$ cat src/rtl/svau_pkg.sv
`timescale 1ns / 1ps

package svau_pkg;

	localparam int COORD_W  = 24;
	localparam int VEC_W    = COORD_W + 1;
	localparam int NRM_W    = 16;
	localparam int FRAC     = 24;
	localparam int UNIT_W   = FRAC + 2;
	localparam int ALPHA_W  = 8;
	localparam int PADDR_W  = 5;
	localparam int PDATA_W  = 32;

	// normalization and square root
	localparam int SQ_W       = 2 * VEC_W;
	localparam int SUM_W      = SQ_W;
	localparam int NORM_W     = 62;
	localparam int K_W        = 5;
	localparam int ROOT_W     = NORM_W / 2;
	localparam int MK_W       = ROOT_W;
	localparam int SQRT_STEPS = ROOT_W;

	// quotient of the unit-vector divide, at most 2^FRAC
	localparam int Q_W       = FRAC + 1;
	localparam int DIV_STEPS = Q_W;

	// unit vector front end: magnitude/square, sum, two normalize stages, shift,
	// square root, divide, sign
	localparam int UNIT_LAT = 5 + SQRT_STEPS + DIV_STEPS + 1;

	localparam logic [ALPHA_W-1:0] ALPHA_MAX = 8'd255;

	typedef logic signed [COORD_W-1:0] coord_t;
	typedef logic signed [VEC_W-1:0]   vec_t;
	typedef logic signed [NRM_W-1:0]   normal_t;
	typedef logic signed [UNIT_W-1:0]  unit_t;

	localparam coord_t LIGHT_X_RST = -24'sd245760;
	localparam coord_t LIGHT_Y_RST = 24'sd506880;
	localparam coord_t LIGHT_Z_RST = 24'sd24576;
	localparam coord_t EYE_RST     = 24'sd0;

	typedef enum logic [2:0] {
		REG_LIGHT_X = 3'd0,
		REG_LIGHT_Y = 3'd1,
		REG_LIGHT_Z = 3'd2,
		REG_EYE_X   = 3'd3,
		REG_EYE_Y   = 3'd4,
		REG_EYE_Z   = 3'd5
	} reg_idx_t;

	typedef struct packed {
		normal_t nx;
		normal_t ny;
		normal_t nz;
		logic    batch_end;
	} side_t;

	typedef struct packed {
		logic valid;
		logic zero;
	} unit_stat_t;

	typedef struct packed {
		logic [ALPHA_W-1:0] alpha;
		logic               batch_end;
	} result_t;

endpackage

$ cat src/rtl/svau_skid.sv
`timescale 1ns / 1ps

module svau_skid import svau_pkg::*; (
	input  logic    clk,
	input  logic    arst_n,
	input  logic    up_valid,
	output logic    up_ready,
	input  result_t up_data,
	output logic    dn_valid,
	input  logic    dn_ready,
	output result_t dn_data
);

	logic    out_valid_q, skid_valid_q;
	result_t out_q, skid_q;
	logic    drain;

	assign up_ready = !skid_valid_q;
	assign drain    = dn_ready || !out_valid_q;

	always_ff @(posedge clk or negedge arst_n) begin
		if (!arst_n) begin
			out_valid_q  <= 1'b0;
			skid_valid_q <= 1'b0;
		end else if (drain) begin
			out_valid_q  <= skid_valid_q || up_valid;
			skid_valid_q <= 1'b0;
		end else if (up_valid && up_ready) begin
			skid_valid_q <= 1'b1;
		end
	end

	always_ff @(posedge clk) begin
		if (drain) begin
			out_q <= skid_valid_q ? skid_q : up_data;
		end else if (up_valid && up_ready) begin
			skid_q <= up_data;
		end
	end

	assign dn_valid = out_valid_q;
	assign dn_data  = out_q;

endmodule

$ cat config.mk
export PLATFORM = sky130hd
export DESIGN_NAME = svau_skid
export DESIGN_NICKNAME = d
export VERILOG_FILES = /design/src/rtl/svau_pkg.sv /design/src/rtl/svau_skid.sv
export SDC_FILE = /design/constraint.sdc
export NUM_CORES = 1
export LEC_CHECK = 0
export CORE_MARGIN = 3
export CORE_UTILIZATION = 40
export CTS_CLUSTER_SIZE = 14
export DETAILED_ROUTE_END_ITERATION = 10
export DONT_BUFFER_PORTS = 1
export REMOVE_ABC_BUFFERS = 1
export SLEW_MARGIN = 20
export SYNTH_ARGS = -nofsm -noshare
export SYNTH_HDL_FRONTEND = slang
export SYNTH_SLANG_ARGS = --single-unit
$ cat constraint.sdc
create_clock -name clk -period 2.15 [get_ports clk]
set_input_delay 0.3225 -clock clk [delete_from_list [all_inputs] [get_ports clk]]
set_output_delay 0.3225 -clock clk [all_outputs]
set_load 0.01 [all_outputs]
==> run_results.csv <==
group,metric,value,unit
status,status,"finished, final reports clean",
routing,vias_per_cell,4.750,
final_layout,final_common_cell,"edfxtp_1",
sta,hold_viol,0,
critical_path,cp_slowest_cell,"dfrtp_1",
die,start_util,42.98,%
sta,hold_slack,0.1224,ns
critical_path,critPathBufInv,1,
critical_path,cp.required,1.83,ns
synthesis,synthCells,36,
die,io_pins,24,
clocking,cts_buffers,3,
flow_run,drv_cap,0,
clocking,ctsLongestPathBuffers,2,
sta,fin_ws,0.6615,ns
synthesis,synth_area_leaders,"edfxtp_1 71%, mux2_4 14%, dfrtp_1 6.6%",
synthesis,syn_avg_cell_area,21.06,um^2
synthesis,synth_top_cell_area_share,71.29,%
pwr,leakagePower,0.0003030,uW
sta,fin_crit,1.489,ns
synthesis,synth-seq-area-share,77.89,%
critical_path,ff2ff_setup_slack,0.73,ns
critical_path,critPathKind,"reg -> out",
placed_design,place_ws,0.7468,ns
sta,setup_viol,0,
final_layout,area.growth.synth_to_final,10.40,%
placed_design,dp_hpwl,779.2,um
final_layout,drive_gt1_share,34.88,%
routing,drtPass1Iterations,4,
grt,antenna_found_initial,0,
final_layout,num_antenna_cells,0,
clocking,clk_pin_slew,0.10,ns
sta,maxSlewHeadroom,62.52,%
clocking,cts_tree,"built",
clocking,clock_latency,0.29,ns
min_path,hold_class,"in -> reg",
final_layout,fin_cells,68,
clocking,cts-root-buf,"clkbuf_4",
sta,slew_violations,0,
clocking,htreeDepth,1,
routing,drc,0,
pwr,p_per_area,836.6,nW/um^2
critical_path,crit_fanout,12,
synthesis,postSynthRegisterBits,20,
die,num_rows,15,
clocking,clock-sinks,20,
routing,drt-initial-drc-count,9,
pwr,finalPower,700.2,uW
die,core,1764,um^2
critical_path,end_kind,"primary output",
placed_design,port_buffers,0,
sta,rsz0062_at_grt,"no",
synthesis,syn_area,758.2,um^2
die,die_y,49.54,um
sta,skew,0.005580,ns
sta,fin_crit_sh,69.23,%
routing,wire_per_inst,15.19,um
critical_path,slowest_delay,0.71,ns
die,die_x,49.54,um
final_layout,final_cell_mix,"18 x edfxtp_1, 7 x mux2_4, 3 x clkbuf_4, 3 x buf_4",
grt,overflow,0,
synthesis,ys_warn_count,0,
placed_design,dp_cells,63,
critical_path,critPathLaunchType,"flop",
pwr,ir_worst_vdd,433.4,uV
critical_path,crit_family,"flip-flops",
sta,fmax,0.6718,GHz
placed_design,gp_congestion,0.6905,
final_layout,nets,57,
sta,tightest_slew,0.5622,ns
grt,grt_start_max_net_pins,13,
die,die_area,2454,um^2
routing,vias,323,
grt,track_usage,9.361,%
grt,grt_pass1_vias,356,
synthesis,yosys.area.top_type,"edfxtp_1",
synthesis,ys_types,10,
critical_path,critical_path_arrival,1.17,ns
routing,ant_nets,0,
routing,drt_wl_total,1033,um
grt,grt_pass1_wl,1656,um
critical_path,cp_cell_sequence,"inv_1",
sta,setup_tns,0,ns
## routing by layer
layer / vias up / share of wire [%] / GRT usage [%] / routed length (um)
li1: 148 / - / - / -
met3: 0 / 7.2 / 3.927 / 74
met2: 18 / 52 / 15.42 / 539
met5: - / 0 / 0 / 0
met1: 157 / 41 / 9.901 / 419
met4: 0 / 0 / 5.530 / 0
## flip-flops by register name, indices dropped and copies added (netlist names)
| signal | flops |
|---|---|
| dn_valid | 1 |
| dn_data | 9 |
| skid_q | 9 |
| skid_valid_q | 1 |
## worst reg2reg max path, delay by kind of cell, from the launching register on
family	cells	cell delay, ns
buffers and inverters	2	0.38
DFF	1	0.41
and+or+nand+nor	2	0.34
## stage by stage
step                      util (%)  cell area (um^2)
after global placement       45.39             800.8
after global routing         47.45             837.1
after CTS                    47.45             837.1
after detailed placement     45.39             800.8
after floorplan                  -             747.0
final                        47.45             837.1
## synth_stat cells, drive strengths merged
master / count
buf: 1
dfrtp: 2
edfxtp: 18
inv: 1
mux2: 9
nand2: 1
nand2b: 1
nor2: 2
nor3b: 1
## cell families after synthesis
kind of cell / Yosys count / share of synthesized area (%)
AND/OR/NAND/NOR: 5 / 3.301
multiplexers: 9 / 16.83
flip-flops: 20 / 77.89
buffers and inverters: 2 / 1.980
## final timing paths
kind                                          startpoint                       end  cells after the start
worst min-delay path                          up_data[7]       skid_q[7]$_DFFE_PP_                      0
worst min register to register       skid_q[0]$_DFFE_PP_      dn_data[0]$_DFFE_PP_                      1
worst max-delay path            skid_valid_q$_DFFE_PN0P_                  up_ready                      1
worst max register to register      dn_valid$_DFFE_PN0P_       skid_q[3]$_DFFE_PP_                      4
max in group asynchronous                         arst_n      dn_valid$_DFFE_PN0P_                      1
min in group asynchronous                         arst_n  skid_valid_q$_DFFE_PN0P_                      1
## power by group
group / total (uW) / internal, uW / switching (uW)
logic: 46.4 / 29.5 / 16.9
registers: 482 / 457 / 25.0
clock network: 172 / 72.0 / 99.9
## cell type report
type	count	area (um^2)
Tap cell	25	31.28
Clock buffer	4	26.28
Timing Repair Buffer	4	32.53
Fill cell	178	927.1
Multi-Input combinational cell	14	152.6
Sequential cell	20	590.6
Inverter	1	3.754
## what timing repair did
action,in CTS,in global routing
gates resized for setup,0,0
endpoints found under the hold margin,2,0
setup buffers,0,0
hold buffers,1,0
(Power assumes the default switching activity.)
