<file path="config.mk">
export PLATFORM = sky130hd
export DESIGN_NAME = svau_regs
export DESIGN_NICKNAME = d
export VERILOG_FILES = /design/src/rtl/svau_pkg.sv /design/src/rtl/svau_regs.sv
export SDC_FILE = /design/constraint.sdc
export NUM_CORES = 1
export LEC_CHECK = 0
export BUFFER_PORTS_ARGS = -buffer_cell sky130_fd_sc_hd__buf_2
export CAP_MARGIN = 40
export CORE_UTILIZATION = 33
export CTS_CLUSTER_DIAMETER = 150
export DETAILED_ROUTE_END_ITERATION = 7
export MAX_ROUTING_LAYER = met4
export PLACE_DENSITY = 0.64
export SKIP_LAST_GASP = 1
export SYNTH_ARGS = -nofsm -noshare
export SYNTH_HDL_FRONTEND = slang
export SYNTH_SLANG_ARGS = --single-unit
</file>
<file path="constraint.sdc">
create_clock -name clk -period 1.4 [get_ports clk]
set_input_delay 0.21 -clock clk [delete_from_list [all_inputs] [get_ports clk]]
set_output_delay 0.21 -clock clk [all_outputs]
set_load 0.01 [all_outputs]
</file>
<file path="src/rtl/svau_pkg.sv">
`timescale 1ns / 1ps

package svau_pkg;

	localparam int COORD_W  = 24;
	localparam int VEC_W    = COORD_W + 1;
	localparam int NRM_W    = 16;
	localparam int FRAC     = 24;
	localparam int UNIT_W   = FRAC + 2;
	localparam int ALPHA_W  = 8;
	localparam int PADDR_W  = 5;
	localparam int PDATA_W  = 32;

	// normalization and square root
	localparam int SQ_W       = 2 * VEC_W;
	localparam int SUM_W      = SQ_W;
	localparam int NORM_W     = 62;
	localparam int K_W        = 5;
	localparam int ROOT_W     = NORM_W / 2;
	localparam int MK_W       = ROOT_W;
	localparam int SQRT_STEPS = ROOT_W;

	// quotient of the unit-vector divide, at most 2^FRAC
	localparam int Q_W       = FRAC + 1;
	localparam int DIV_STEPS = Q_W;

	// unit vector front end: magnitude/square, sum, two normalize stages, shift,
	// square root, divide, sign
	localparam int UNIT_LAT = 5 + SQRT_STEPS + DIV_STEPS + 1;

	localparam logic [ALPHA_W-1:0] ALPHA_MAX = 8'd255;

	typedef logic signed [COORD_W-1:0] coord_t;
	typedef logic signed [VEC_W-1:0]   vec_t;
	typedef logic signed [NRM_W-1:0]   normal_t;
	typedef logic signed [UNIT_W-1:0]  unit_t;

	localparam coord_t LIGHT_X_RST = -24'sd245760;
	localparam coord_t LIGHT_Y_RST = 24'sd506880;
	localparam coord_t LIGHT_Z_RST = 24'sd24576;
	localparam coord_t EYE_RST     = 24'sd0;

	typedef enum logic [2:0] {
		REG_LIGHT_X = 3'd0,
		REG_LIGHT_Y = 3'd1,
		REG_LIGHT_Z = 3'd2,
		REG_EYE_X   = 3'd3,
		REG_EYE_Y   = 3'd4,
		REG_EYE_Z   = 3'd5
	} reg_idx_t;

	typedef struct packed {
		normal_t nx;
		normal_t ny;
		normal_t nz;
		logic    batch_end;
	} side_t;

	typedef struct packed {
		logic valid;
		logic zero;
	} unit_stat_t;

	typedef struct packed {
		logic [ALPHA_W-1:0] alpha;
		logic               batch_end;
	} result_t;

endpackage

</file>
<file path="src/rtl/svau_regs.sv">
`timescale 1ns / 1ps

module svau_regs import svau_pkg::*; (
	input  logic               clk,
	input  logic               arst_n,
	input  logic               psel,
	input  logic               penable,
	input  logic               pwrite,
	input  logic [PADDR_W-1:0] paddr,
	input  logic [PDATA_W-1:0] pwdata,
	output logic [PDATA_W-1:0] prdata,
	output coord_t             light [3],
	output coord_t             eye [3]
);

	coord_t   light_q [3];
	coord_t   eye_q [3];
	reg_idx_t idx;
	logic     wr_en;

	assign idx   = reg_idx_t'(paddr[PADDR_W-1:2]);
	assign wr_en = psel && penable && pwrite;

	always_ff @(posedge clk or negedge arst_n) begin
		if (!arst_n) begin
			light_q[0] <= LIGHT_X_RST;
			light_q[1] <= LIGHT_Y_RST;
			light_q[2] <= LIGHT_Z_RST;
			eye_q[0]   <= EYE_RST;
			eye_q[1]   <= EYE_RST;
			eye_q[2]   <= EYE_RST;
		end else if (wr_en) begin
			case (idx)
				REG_LIGHT_X: light_q[0] <= coord_t'(pwdata[COORD_W-1:0]);
				REG_LIGHT_Y: light_q[1] <= coord_t'(pwdata[COORD_W-1:0]);
				REG_LIGHT_Z: light_q[2] <= coord_t'(pwdata[COORD_W-1:0]);
				REG_EYE_X:   eye_q[0]   <= coord_t'(pwdata[COORD_W-1:0]);
				REG_EYE_Y:   eye_q[1]   <= coord_t'(pwdata[COORD_W-1:0]);
				REG_EYE_Z:   eye_q[2]   <= coord_t'(pwdata[COORD_W-1:0]);
				default: ;
			endcase
		end
	end

	always_comb begin
		case (idx)
			REG_LIGHT_X: prdata = {{(PDATA_W-COORD_W){1'b0}}, light_q[0]};
			REG_LIGHT_Y: prdata = {{(PDATA_W-COORD_W){1'b0}}, light_q[1]};
			REG_LIGHT_Z: prdata = {{(PDATA_W-COORD_W){1'b0}}, light_q[2]};
			REG_EYE_X:   prdata = {{(PDATA_W-COORD_W){1'b0}}, eye_q[0]};
			REG_EYE_Y:   prdata = {{(PDATA_W-COORD_W){1'b0}}, eye_q[1]};
			REG_EYE_Z:   prdata = {{(PDATA_W-COORD_W){1'b0}}, eye_q[2]};
			default:     prdata = '0;
		endcase
	end

	assign light = light_q;
	assign eye   = eye_q;

endmodule

</file>
==> flow_metrics.py, run 1 <==
metrics = {
    "run_status": {
        "status": "finished with violations",
        "violations": "setup timing",
    },
    "global_routing": {
        "grt_pass1_vias": 5395,
        "global_route.usage.total": 0.2016,
        "overflow": 0,
        "grt_pass1_wl_um": 31710,
        "grt_max_degree": 39,
        "grt_antenna_before_repair": 1,
    },
    "floorplan": {
        "start_util": 0.3368,
        "fp.dieH_um": 145.9,
        "core_um2": 20300,
        "die_x_um": 145.9,
        "dieArea_um2": 21300,
        "row_count": 52,
        "io_pins": 218,
    },
    "setup_path": {
        "worstPathRequired_ns": 1.19,
        "crit_cells": 4,
        "path_class": "reg -> out",
        "critPathMaxStageDelay_ns": 0.55,
        "timing.reg2reg.setup_slack_ns": 0.40,
        "crit_end": "prdata[22]",
        "critPathSlowestCell": "dfstp_2",
        "path_buf_inv": 1,
        "r2r-end": "eye[0]",
        "path_cells": "mux2i_1, or3_1, o221ai_2, buf_2",
        "start_kind": "flop",
        "end_kind": "output pin",
        "reg2regPathDepth": 3,
        "critPathTopFamily": "flip-flops",
        "r2r_start": "eye[0]",
        "arrival_ns": 1.59,
        "crit_start": "light[70]",
        "cp_max_fo": 2,
    },
    "placed_design": {
        "port_buffers": 199,
        "post_dp_cell_area_um2": 8668,
        "hpwl_um": 14120,
        "place_inst": 990,
        "routabilityCongestion": 0.7860,
    },
    "sta": {
        "fin_tns_setup_ns": -6.642,
        "fin_ws_ns": -0.3990,
        "min_period_over_period": 1.285,
        "fmax_mhz": 555.9,
        "drv_slew": 0,
        "fin_skew_ns": 0,
        "holdWs_ns": 0.09671,
        "hold_viol_final": 0,
        "period_minus_slack_ns": 1.799,
        "setup_viol": 26,
        "rsz0062_at_grt": "true",
    },
    "power": {
        "p_switching_w": 0.004338,
        "leakage_nw": 4.987,
        "power.density_nw_per_um2": 1451,
        "p_clk_frac": 0.317,
        "seqPwrFrac": 0.398,
        "irDropWorstVdd_mv": 0.7629,
        "p_sw_frac": 0.3029,
        "internal-power_w": 0.009983,
        "p_comb_frac": 0.286,
    },
    "synthesis": {
        "synth-edff-count": 0,
        "syn_avg_cell_area_um2": 13.87,
        "syn-instance-count": 493,
        "synth_ff_type": "dfrtp_1",
        "ys_warn_count": 0,
        "ys_types": 34,
        "ys_seq_area_frac": 0.5302,
        "async_flop_share": 1.000,
        "synth_top_cell_by_area": "dfrtp_1",
        "synth_top_area_frac": 0.4649,
        "netlist_top_cells_area": "dfrtp_1, mux2_2, dfstp_2, mux2i_1, mux2_4",
        "ys_ff_latch": 144,
        "netlist_area_um2": 6837,
    },
    "cts": {
        "clock-root-buffer": "clkbuf_16",
        "cts_buffer_depth": 2,
        "worstSkewPairLatency_ns": 0.41,
        "tritoncts": "yes",
        "cts_sinks": 144,
        "cts_max_level": 4,
        "cts.clk_slew.worst_paths_ns": 0.07,
        "cts_buffers": 17,
    },
    "final_layout": {
        "mostFrequentLayoutCell": "buf_2",
        "seqCellArea_um2": 3625,
        "final_core_util": 0.4863,
        "layout_common_cells": "buf_2, dfrtp_1, mux2_2, buf_4, mux2_4",
        "drive_above_1_share": 0.7005,
        "finalNonFillerCells": 1069,
        "final_area_um2": 9872,
        "multi_input_area_um2": 3253,
        "syn_to_final_growth_pct": 44.40,
        "fillers": 1821,
        "fin_nets": 827,
    },
    "job": {
        "cap_violations": 0,
    },
    "detailed_routing": {
        "via_count": 5247,
        "route.detailed.drc": 0,
        "firstDrtPassIters": 4,
        "wl_per_cell_um": 19.19,
        "post_drt_via_cell_ratio": 4.908,
        "first_iter_violations": 128,
        "postRouteAntennaNets": 0,
        "totalWireLength_um": 20520,
    },
    "hold_path": {
        "holdCritPathClass": "in -> reg",
    },
}
repair_timing:
action | CTS | global route
pin swaps | 19 | 7
gates resized for setup | 36 | 23
hold endpoints to repair | 23 | 0
hold buffers | 1 | 0
setup endpoints to repair | 25 | 34
setup buffers | 32 | 13
state kept, by name, summed over array words and instances (netlist names):
name,flops
eye,72
light,72
cell type report:
cell class                      count  share of cell area
Sequential cell                   144              0.3672
Clock inverter                     15             0.01635
Clock buffer                       17             0.04309
Timing Repair Buffer              308              0.2090
Inverter                            1           0.0003802
Tap cell                          270             0.03422
Multi-Input combinational cell    313              0.3295
Antenna cell                        1           0.0002535
cell families (layout without fill, tap and decap cells):
logic type             Yosys count  in the layout  share of synthesized area
multiplexers                   198            198                     0.3313
flip-flops                     144            144                     0.5302
buffers and inverters           43            341                    0.03642
AND/OR/NAND/NOR                 47             47                    0.04264
other                            1              9                  0.0005485
AO/OA/AOI/OAI                   60             60                    0.05893
cells in the mapped netlist, drive strengths merged, types with 6 or more instances:
| cell | count |
|---|---|
| nor3b | 7 |
| clkbuf | 6 |
| dfstp | 17 |
| a211o | 6 |
| nand2 | 18 |
| o21ai | 11 |
| dfrtp | 127 |
| o221ai | 8 |
| mux2 | 166 |
| a21oi | 19 |
| mux2i | 32 |
| buf | 36 |
metrics by stage:
stage               setup WS [ns]  power (W)
finish                    -0.3990    0.01432
global route              -0.4635    0.01501
CTS                       -0.4083    0.01419
detailed placement        -0.2840   0.009217
global placement          -0.2623   0.009141
floorplan                 -0.1263   0.007528
per-layer routing:
metal,track usage,up-vias,wire (um)
li1,-,2397,-
met4,0.04895,0,212
met1,0.2609,2682,9515
met3,0.04545,18,849
met5,-,-,0
met2,0.3196,150,9941
power groups by stage:
| stage | clock network (W) | registers (W) | logic, W |
|---|---|---|---|
| final | 0.00453 | 0.00570 | 0.00409 |
| after global routing | 0.00484 | 0.00580 | 0.00437 |
| after CTS | 0.00464 | 0.00568 | 0.00387 |
| after detailed placement | 0 | 0.00579 | 0.00342 |
| after global placement | 0 | 0.00578 | 0.00336 |
| after floorplan | 0 | 0.00604 | 0.00149 |
worst min-delay path by stage:
stage	endpoint	from	cells after the start	slack (ns)
after global placement	light[15]	arst_n	1	0.15
after CTS	light[60]	pwdata[12]	2	0.08
final	eye[38]	pwdata[14]	2	0.1
after floorplan	eye[0]	arst_n	0	-0.09
after detailed placement	light[15]	arst_n	1	0.15
after global routing	light[12]	pwdata[12]	2	0.09
Note: power is estimated with default switching activity, not from simulation.
==> run 2, diff against run 1 <==
--- a/config.mk
+++ b/config.mk
@@ -5,6 +5,7 @@
 export SDC_FILE = /design/constraint.sdc
 export NUM_CORES = 1
 export LEC_CHECK = 0
+export ABC_CLOCK_PERIOD_IN_PS = 1400
 export BUFFER_PORTS_ARGS = -buffer_cell sky130_fd_sc_hd__buf_2
 export CAP_MARGIN = 40
 export CORE_UTILIZATION = 33
@@ -12,7 +13,9 @@
 export DETAILED_ROUTE_END_ITERATION = 7
 export MAX_ROUTING_LAYER = met4
 export PLACE_DENSITY = 0.64
+export SETUP_SLACK_MARGIN = 0.3
 export SKIP_LAST_GASP = 1
+export SLEW_MARGIN = 0
 export SYNTH_ARGS = -nofsm -noshare
 export SYNTH_HDL_FRONTEND = slang
 export SYNTH_SLANG_ARGS = --single-unit
==> flow_metrics.py, run 2 (synthesized netlist as in run 1, its figures left out) <==
metrics = {
    "setup_path": {
        "path_buf_inv": 1,
        "start_kind": "flop",
        "end_kind": "output pin",
        "timing.reg2reg.setup_slack_ns": 0.19,
        "cp_max_fo": 2,
        "critPathSlowestCell": "dfrtp_1",
        "path_cells": "mux2_4, a221oi_4, a31oi_1, buf_2",
        "critPathMaxStageDelay_ns": 0.38,
        "arrival_ns": 1.58,
        "worstPathRequired_ns": 1.19,
        "path_class": "reg -> out",
        "critPathTopFamily": "flip-flops",
    },
    "detailed_routing": {
        "first_iter_violations": 197,
        "via_count": 5626,
        "postRouteAntennaNets": 0,
        "post_drt_via_cell_ratio": 4.948,
        "wl_per_cell_um": 21.05,
        "route.detailed.drc": 0,
        "totalWireLength_um": 23940,
        "firstDrtPassIters": 4,
    },
    "final_layout": {
        "layout_common_cells": "buf_6, buf_2, mux2_4, dfrtp_1, buf_4",
        "mostFrequentLayoutCell": "buf_6",
        "drive_above_1_share": 0.7359,
        "seqCellArea_um2": 3625,
        "syn_to_final_growth_pct": 71.19,
        "finalNonFillerCells": 1137,
        "fin_nets": 897,
        "fillers": 1615,
        "multi_input_area_um2": 3675,
        "n_antenna_cell": 0,
        "final_core_util": 0.5766,
    },
    "power": {
        "leakage_nw": 5.813,
        "irDropWorstVdd_mv": 0.8459,
        "p_clk_frac": 0.295,
        "power.density_nw_per_um2": 1367,
        "p_sw_frac": 0.2862,
        "p_switching_w": 0.004579,
        "p_comb_frac": 0.345,
        "seqPwrFrac": 0.360,
        "total_power_w": 0.01600,
        "internal-power_w": 0.01142,
    },
    "placed_design": {
        "port_buffers": 199,
        "routabilityCongestion": 0.7902,
        "pre_cts_ws_ns": -0.2454,
        "hpwl_um": 14260,
        "place_inst": 991,
    },
    "floorplan": {
        "row_count": 52,
        "core_um2": 20300,
        "start_util": 0.3368,
        "fp.dieH_um": 145.9,
        "die_x_um": 145.9,
        "dieArea_um2": 21300,
        "io_pins": 218,
    },
    "sta": {
        "period_minus_slack_ns": 1.790,
        "fin_skew_ns": 0,
        "min_period_over_period": 1.279,
        "hold_viol_final": 0,
        "rsz0062_at_grt": "true",
        "fin_tns_setup_ns": -6.779,
        "setup_viol": 27,
        "fmax_mhz": 558.7,
        "fin_ws_ns": -0.3900,
        "drv_slew": 0,
    },
    "run_status": {
        "violations": "setup timing",
        "status": "finished with violations",
    },
    "cts": {
        "tritoncts": "yes",
        "worstSkewPairLatency_ns": 0.42,
        "clock-root-buffer": "clkbuf_16",
        "cts_max_level": 4,
        "cts.clk_slew.worst_paths_ns": 0.06,
        "cts_sinks": 144,
        "cts_buffers": 17,
        "cts_buffer_depth": 2,
    },
    "global_routing": {
        "grt_pass1_wl_um": 33510,
        "grt_pass1_vias": 5524,
        "global_route.usage.total": 0.2165,
        "grt_max_degree": 37,
        "overflow": 0,
        "grt_antenna_before_repair": 0,
    },
    "job": {
        "cap_violations": 0,
    },
    "hold_path": {
        "holdCritPathClass": "in -> reg",
    },
}
[run 2: layout make-up]
| cell class | count | share of cell area |
|---|---|---|
| multi-input cells | 313 | 0.3140 |
| repair buffers | 378 | 0.2954 |
| inverters | 1 | 0.0003207 |
| clock inverters | 10 | 0.01155 |
| clock buffers | 21 | 0.04020 |
| flip-flops and latches | 144 | 0.3097 |
| well taps | 270 | 0.02886 |
[run 2: final timing paths]
| check | from | end | cells after the start |
|---|---|---|---|
| max in group asynchronous | arst_n | light[40] | 3 |
| worst min register to register | light[55] | light[55] | 1 |
| worst min-delay path | pwdata[22] | light[22] | 2 |
| worst max-delay path | light[61] | prdata[13] | 4 |
| worst max register to register | light[52] | light[52] | 5 |
| min in group asynchronous | arst_n | eye[50] | 2 |
[run 2: metrics by stage]
stage / hold slack (ns) / instance area [um^2]
2_1_floorplan: -0.08559 / 7216
3_3_place_gp: 0.1549 / 8922
3_5_place_dp: 0.1489 / 8922
4_1_cts: 0.07813 / 10640
5_1_grt: 0.1030 / 11700
6_report: 0.1113 / 11700
[run 2: power by group through the flow]
stage	combinational (W)	clock [W]	sequential [W]
2_1_floorplan	0.00165	0	0.00604
3_3_place_gp	0.00353	0	0.00577
3_5_place_dp	0.00359	0	0.00578
4_1_cts	0.00461	0.00480	0.00572
5_1_grt	0.00585	0.00500	0.00586
6_report	0.00552	0.00471	0.00577
[run 2: layer usage]
metal,global-route usage,part of all wire
met3,0.05172,0.057
met1,0.2806,0.44
met4,0.06053,0.019
met5,-,0
met2,0.3371,0.48
[run 2: repair_timing]
item                                   in CTS  in global routing
setup endpoints to repair                 241                261
gates cloned                                4                  6
hold buffers                                1                  0
endpoints found under the hold margin      28                  0
gates resized for setup                   144                122
buffers inserted                           48                 56
pin swaps                                  25                 12
==> run 3, diff against run 2 <==
--- a/config.mk
+++ b/config.mk
@@ -5,14 +5,14 @@
 export SDC_FILE = /design/constraint.sdc
 export NUM_CORES = 1
 export LEC_CHECK = 0
-export ABC_CLOCK_PERIOD_IN_PS = 1400
+export ABC_CLOCK_PERIOD_IN_PS = 1900
 export BUFFER_PORTS_ARGS = -buffer_cell sky130_fd_sc_hd__buf_2
 export CAP_MARGIN = 40
 export CORE_UTILIZATION = 33
 export CTS_CLUSTER_DIAMETER = 150
 export DETAILED_ROUTE_END_ITERATION = 7
 export MAX_ROUTING_LAYER = met4
-export PLACE_DENSITY = 0.64
+export PLACE_DENSITY = 0.62
 export SETUP_SLACK_MARGIN = 0.3
 export SKIP_LAST_GASP = 1
 export SLEW_MARGIN = 0
==> constraint.sdc (replaced) <==
create_clock -name clk -period 1.9 [get_ports clk]
set_input_delay 0.285 -clock clk [delete_from_list [all_inputs] [get_ports clk]]
set_output_delay 0.285 -clock clk [all_outputs]
set_load 0.01 [all_outputs]
==> flow_metrics.py, run 3 (synthesized netlist as in run 1, its figures left out) <==
metrics = {
    "hold_path": {
        "holdCritPathClass": "in -> reg",
        "hold_start": "pwdata[22]",
        "holdPathEnd": "light[70]",
        "whs_path_depth": 2,
    },
    "sta": {
        "fmax_mhz": 533.5,
        "period_minus_slack_ns": 1.874,
        "setup_viol": 0,
        "worst_pin_slew_ns": 0.5086,
        "slew_headroom": 0.6610,
        "fin_tns_setup_ns": 0,
        "fin_ws_ns": 0.02567,
        "rsz0062_at_grt": "true",
        "drv_slew": 0,
        "min_period_over_period": 0.9865,
        "fin_skew_ns": 0,
        "hold_viol_final": 0,
    },
    "floorplan": {
        "start_util": 0.3368,
        "core_um2": 20300,
        "fp.dieH_um": 145.9,
        "dieArea_um2": 21300,
        "io_pins": 218,
        "row_count": 52,
        "die_x_um": 145.9,
    },
    "detailed_routing": {
        "post_drt_via_cell_ratio": 4.925,
        "wl_per_cell_um": 18.95,
        "route.detailed.drc": 0,
        "totalWireLength_um": 19900,
        "via_count": 5171,
        "first_iter_violations": 158,
        "postRouteAntennaNets": 0,
        "firstDrtPassIters": 4,
    },
    "cts": {
        "cts.clk_slew.worst_paths_ns": 0.06,
        "cts_max_level": 4,
        "cts_buffer_depth": 2,
        "cts_sinks": 144,
        "tritoncts": "yes",
        "clock-root-buffer": "clkbuf_16",
        "cts_buffers": 17,
        "worstSkewPairLatency_ns": 0.41,
    },
    "global_routing": {
        "overflow": 0,
        "global_route.usage.total": 0.1968,
        "grt_pass1_wl_um": 31000,
        "grt_max_degree": 52,
        "grt_pass1_vias": 5431,
        "globalRouteMet2Util": 0.3014,
        "grt_antenna_before_repair": 0,
        "grt.busiest_layer": "met2",
        "grtUsageMet1": 0.2558,
        "grt_use_met3": 0.04796,
    },
    "placed_design": {
        "hpwl_um": 13110,
        "pre_cts_ws_ns": -0.07328,
        "post_dp_cell_area_um2": 8454,
        "port_buffers": 199,
        "routabilityCongestion": 0.7689,
        "place_inst": 967,
    },
    "final_layout": {
        "drive_above_1_share": 0.6885,
        "layout_common_cells": "buf_2, mux2_2, dfrtp_1, buf_4, mux2i_1",
        "mostFrequentLayoutCell": "buf_2",
        "final_area_um2": 9691,
        "syn_to_final_growth_pct": 41.75,
        "fin_nets": 809,
        "finalNonFillerCells": 1050,
        "n_antenna_cell": 0,
    },
    "run_status": {
        "status": "finished, final reports clean",
    },
    "setup_path": {
        "r2r-end": "light[9]",
        "path_class": "reg -> out",
        "worstPathRequired_ns": 1.62,
        "cp_max_fo": 2,
        "start_kind": "flop",
        "r2r_start": "light[9]",
        "reg2regPathDepth": 3,
        "timing.reg2reg.setup_slack_ns": 0.90,
        "end_kind": "output pin",
        "arrival_ns": 1.59,
    },
    "power": {
        "p_sw_frac": 0.2911,
        "p_switching_w": 0.003037,
        "p_clk_frac": 0.332,
        "power.density_nw_per_um2": 1076,
        "irDropWorstVdd_mv": 0.5923,
        "p_comb_frac": 0.268,
        "internal-power_w": 0.007394,
        "seqPwrFrac": 0.400,
        "leakage_nw": 4.889,
    },
    "job": {
        "cap_violations": 0,
    },
}
[run 3: worst max path at each step]
stage,from,to,slack [ns],depth (start not counted)
final,light[70],prdata[22],0.03,4
after global routing,light[70],prdata[22],-0.04,4
after CTS,light[70],prdata[22],0.04,4
after detailed placement,paddr[3],light[3],-0.07,6
after global placement,paddr[3],light[10],-0.008,6
after floorplan,paddr[3],light[48],0.30,6
[run 3: area by class of cell]
| cell class | instances | area (um^2) |
|---|---|---|
| clock buffers | 23 | 467.9 |
| well taps | 270 | 337.8 |
| repair buffers | 290 | 1921 |
| flip-flops and latches | 144 | 3625 |
| inverters | 1 | 3.754 |
| clock inverters | 9 | 133.9 |
| multi-input cells | 313 | 3202 |
| fillers | 1875 | 10610 |
[run 3: power by group through the flow]
stage	combinational (W)	clock, W	sequential (W)
6_report	0.00280	0.00346	0.00417
5_1_grt	0.00302	0.00368	0.00424
4_1_cts	0.00276	0.00354	0.00417
3_5_place_dp	0.00239	0	0.00425
3_3_place_gp	0.00235	0	0.00424
2_1_floorplan	0.00105	0	0.00445
[run 3: critical path, stage by stage (launching register included)]
cell and delay (ns):
dfstp_2 0.53, mux2i_1 0.06, or3_1 0.33, o221ai_1 0.09
buf_2 0.17
[run 3: stage by stage]
step                utilization  hold WS [ns]  power, W
global placement         0.4165        0.2708  0.006597
CTS                      0.4688        0.1492   0.01046
finish                   0.4774        0.1706   0.01043
detailed placement       0.4165        0.2701  0.006644
floorplan                     -      -0.01059  0.005498
global route             0.4774        0.1551   0.01095
[run 3: timing repair]
item                       CTS  global route
gates cloned                 1             2
resized for setup           46            15
setup endpoints to repair   24            48
setup buffers               35            12
hold buffers                 1             0
pin swaps                   23             5
hold endpoints to repair    38             0
[run 3: routing by layer]
metal | up-vias | wire, um
met5 | - | 0
met4 | 0 | 270
met3 | 22 | 1200
met2 | 170 | 9171
met1 | 2625 | 9253
li1 | 2354 | -
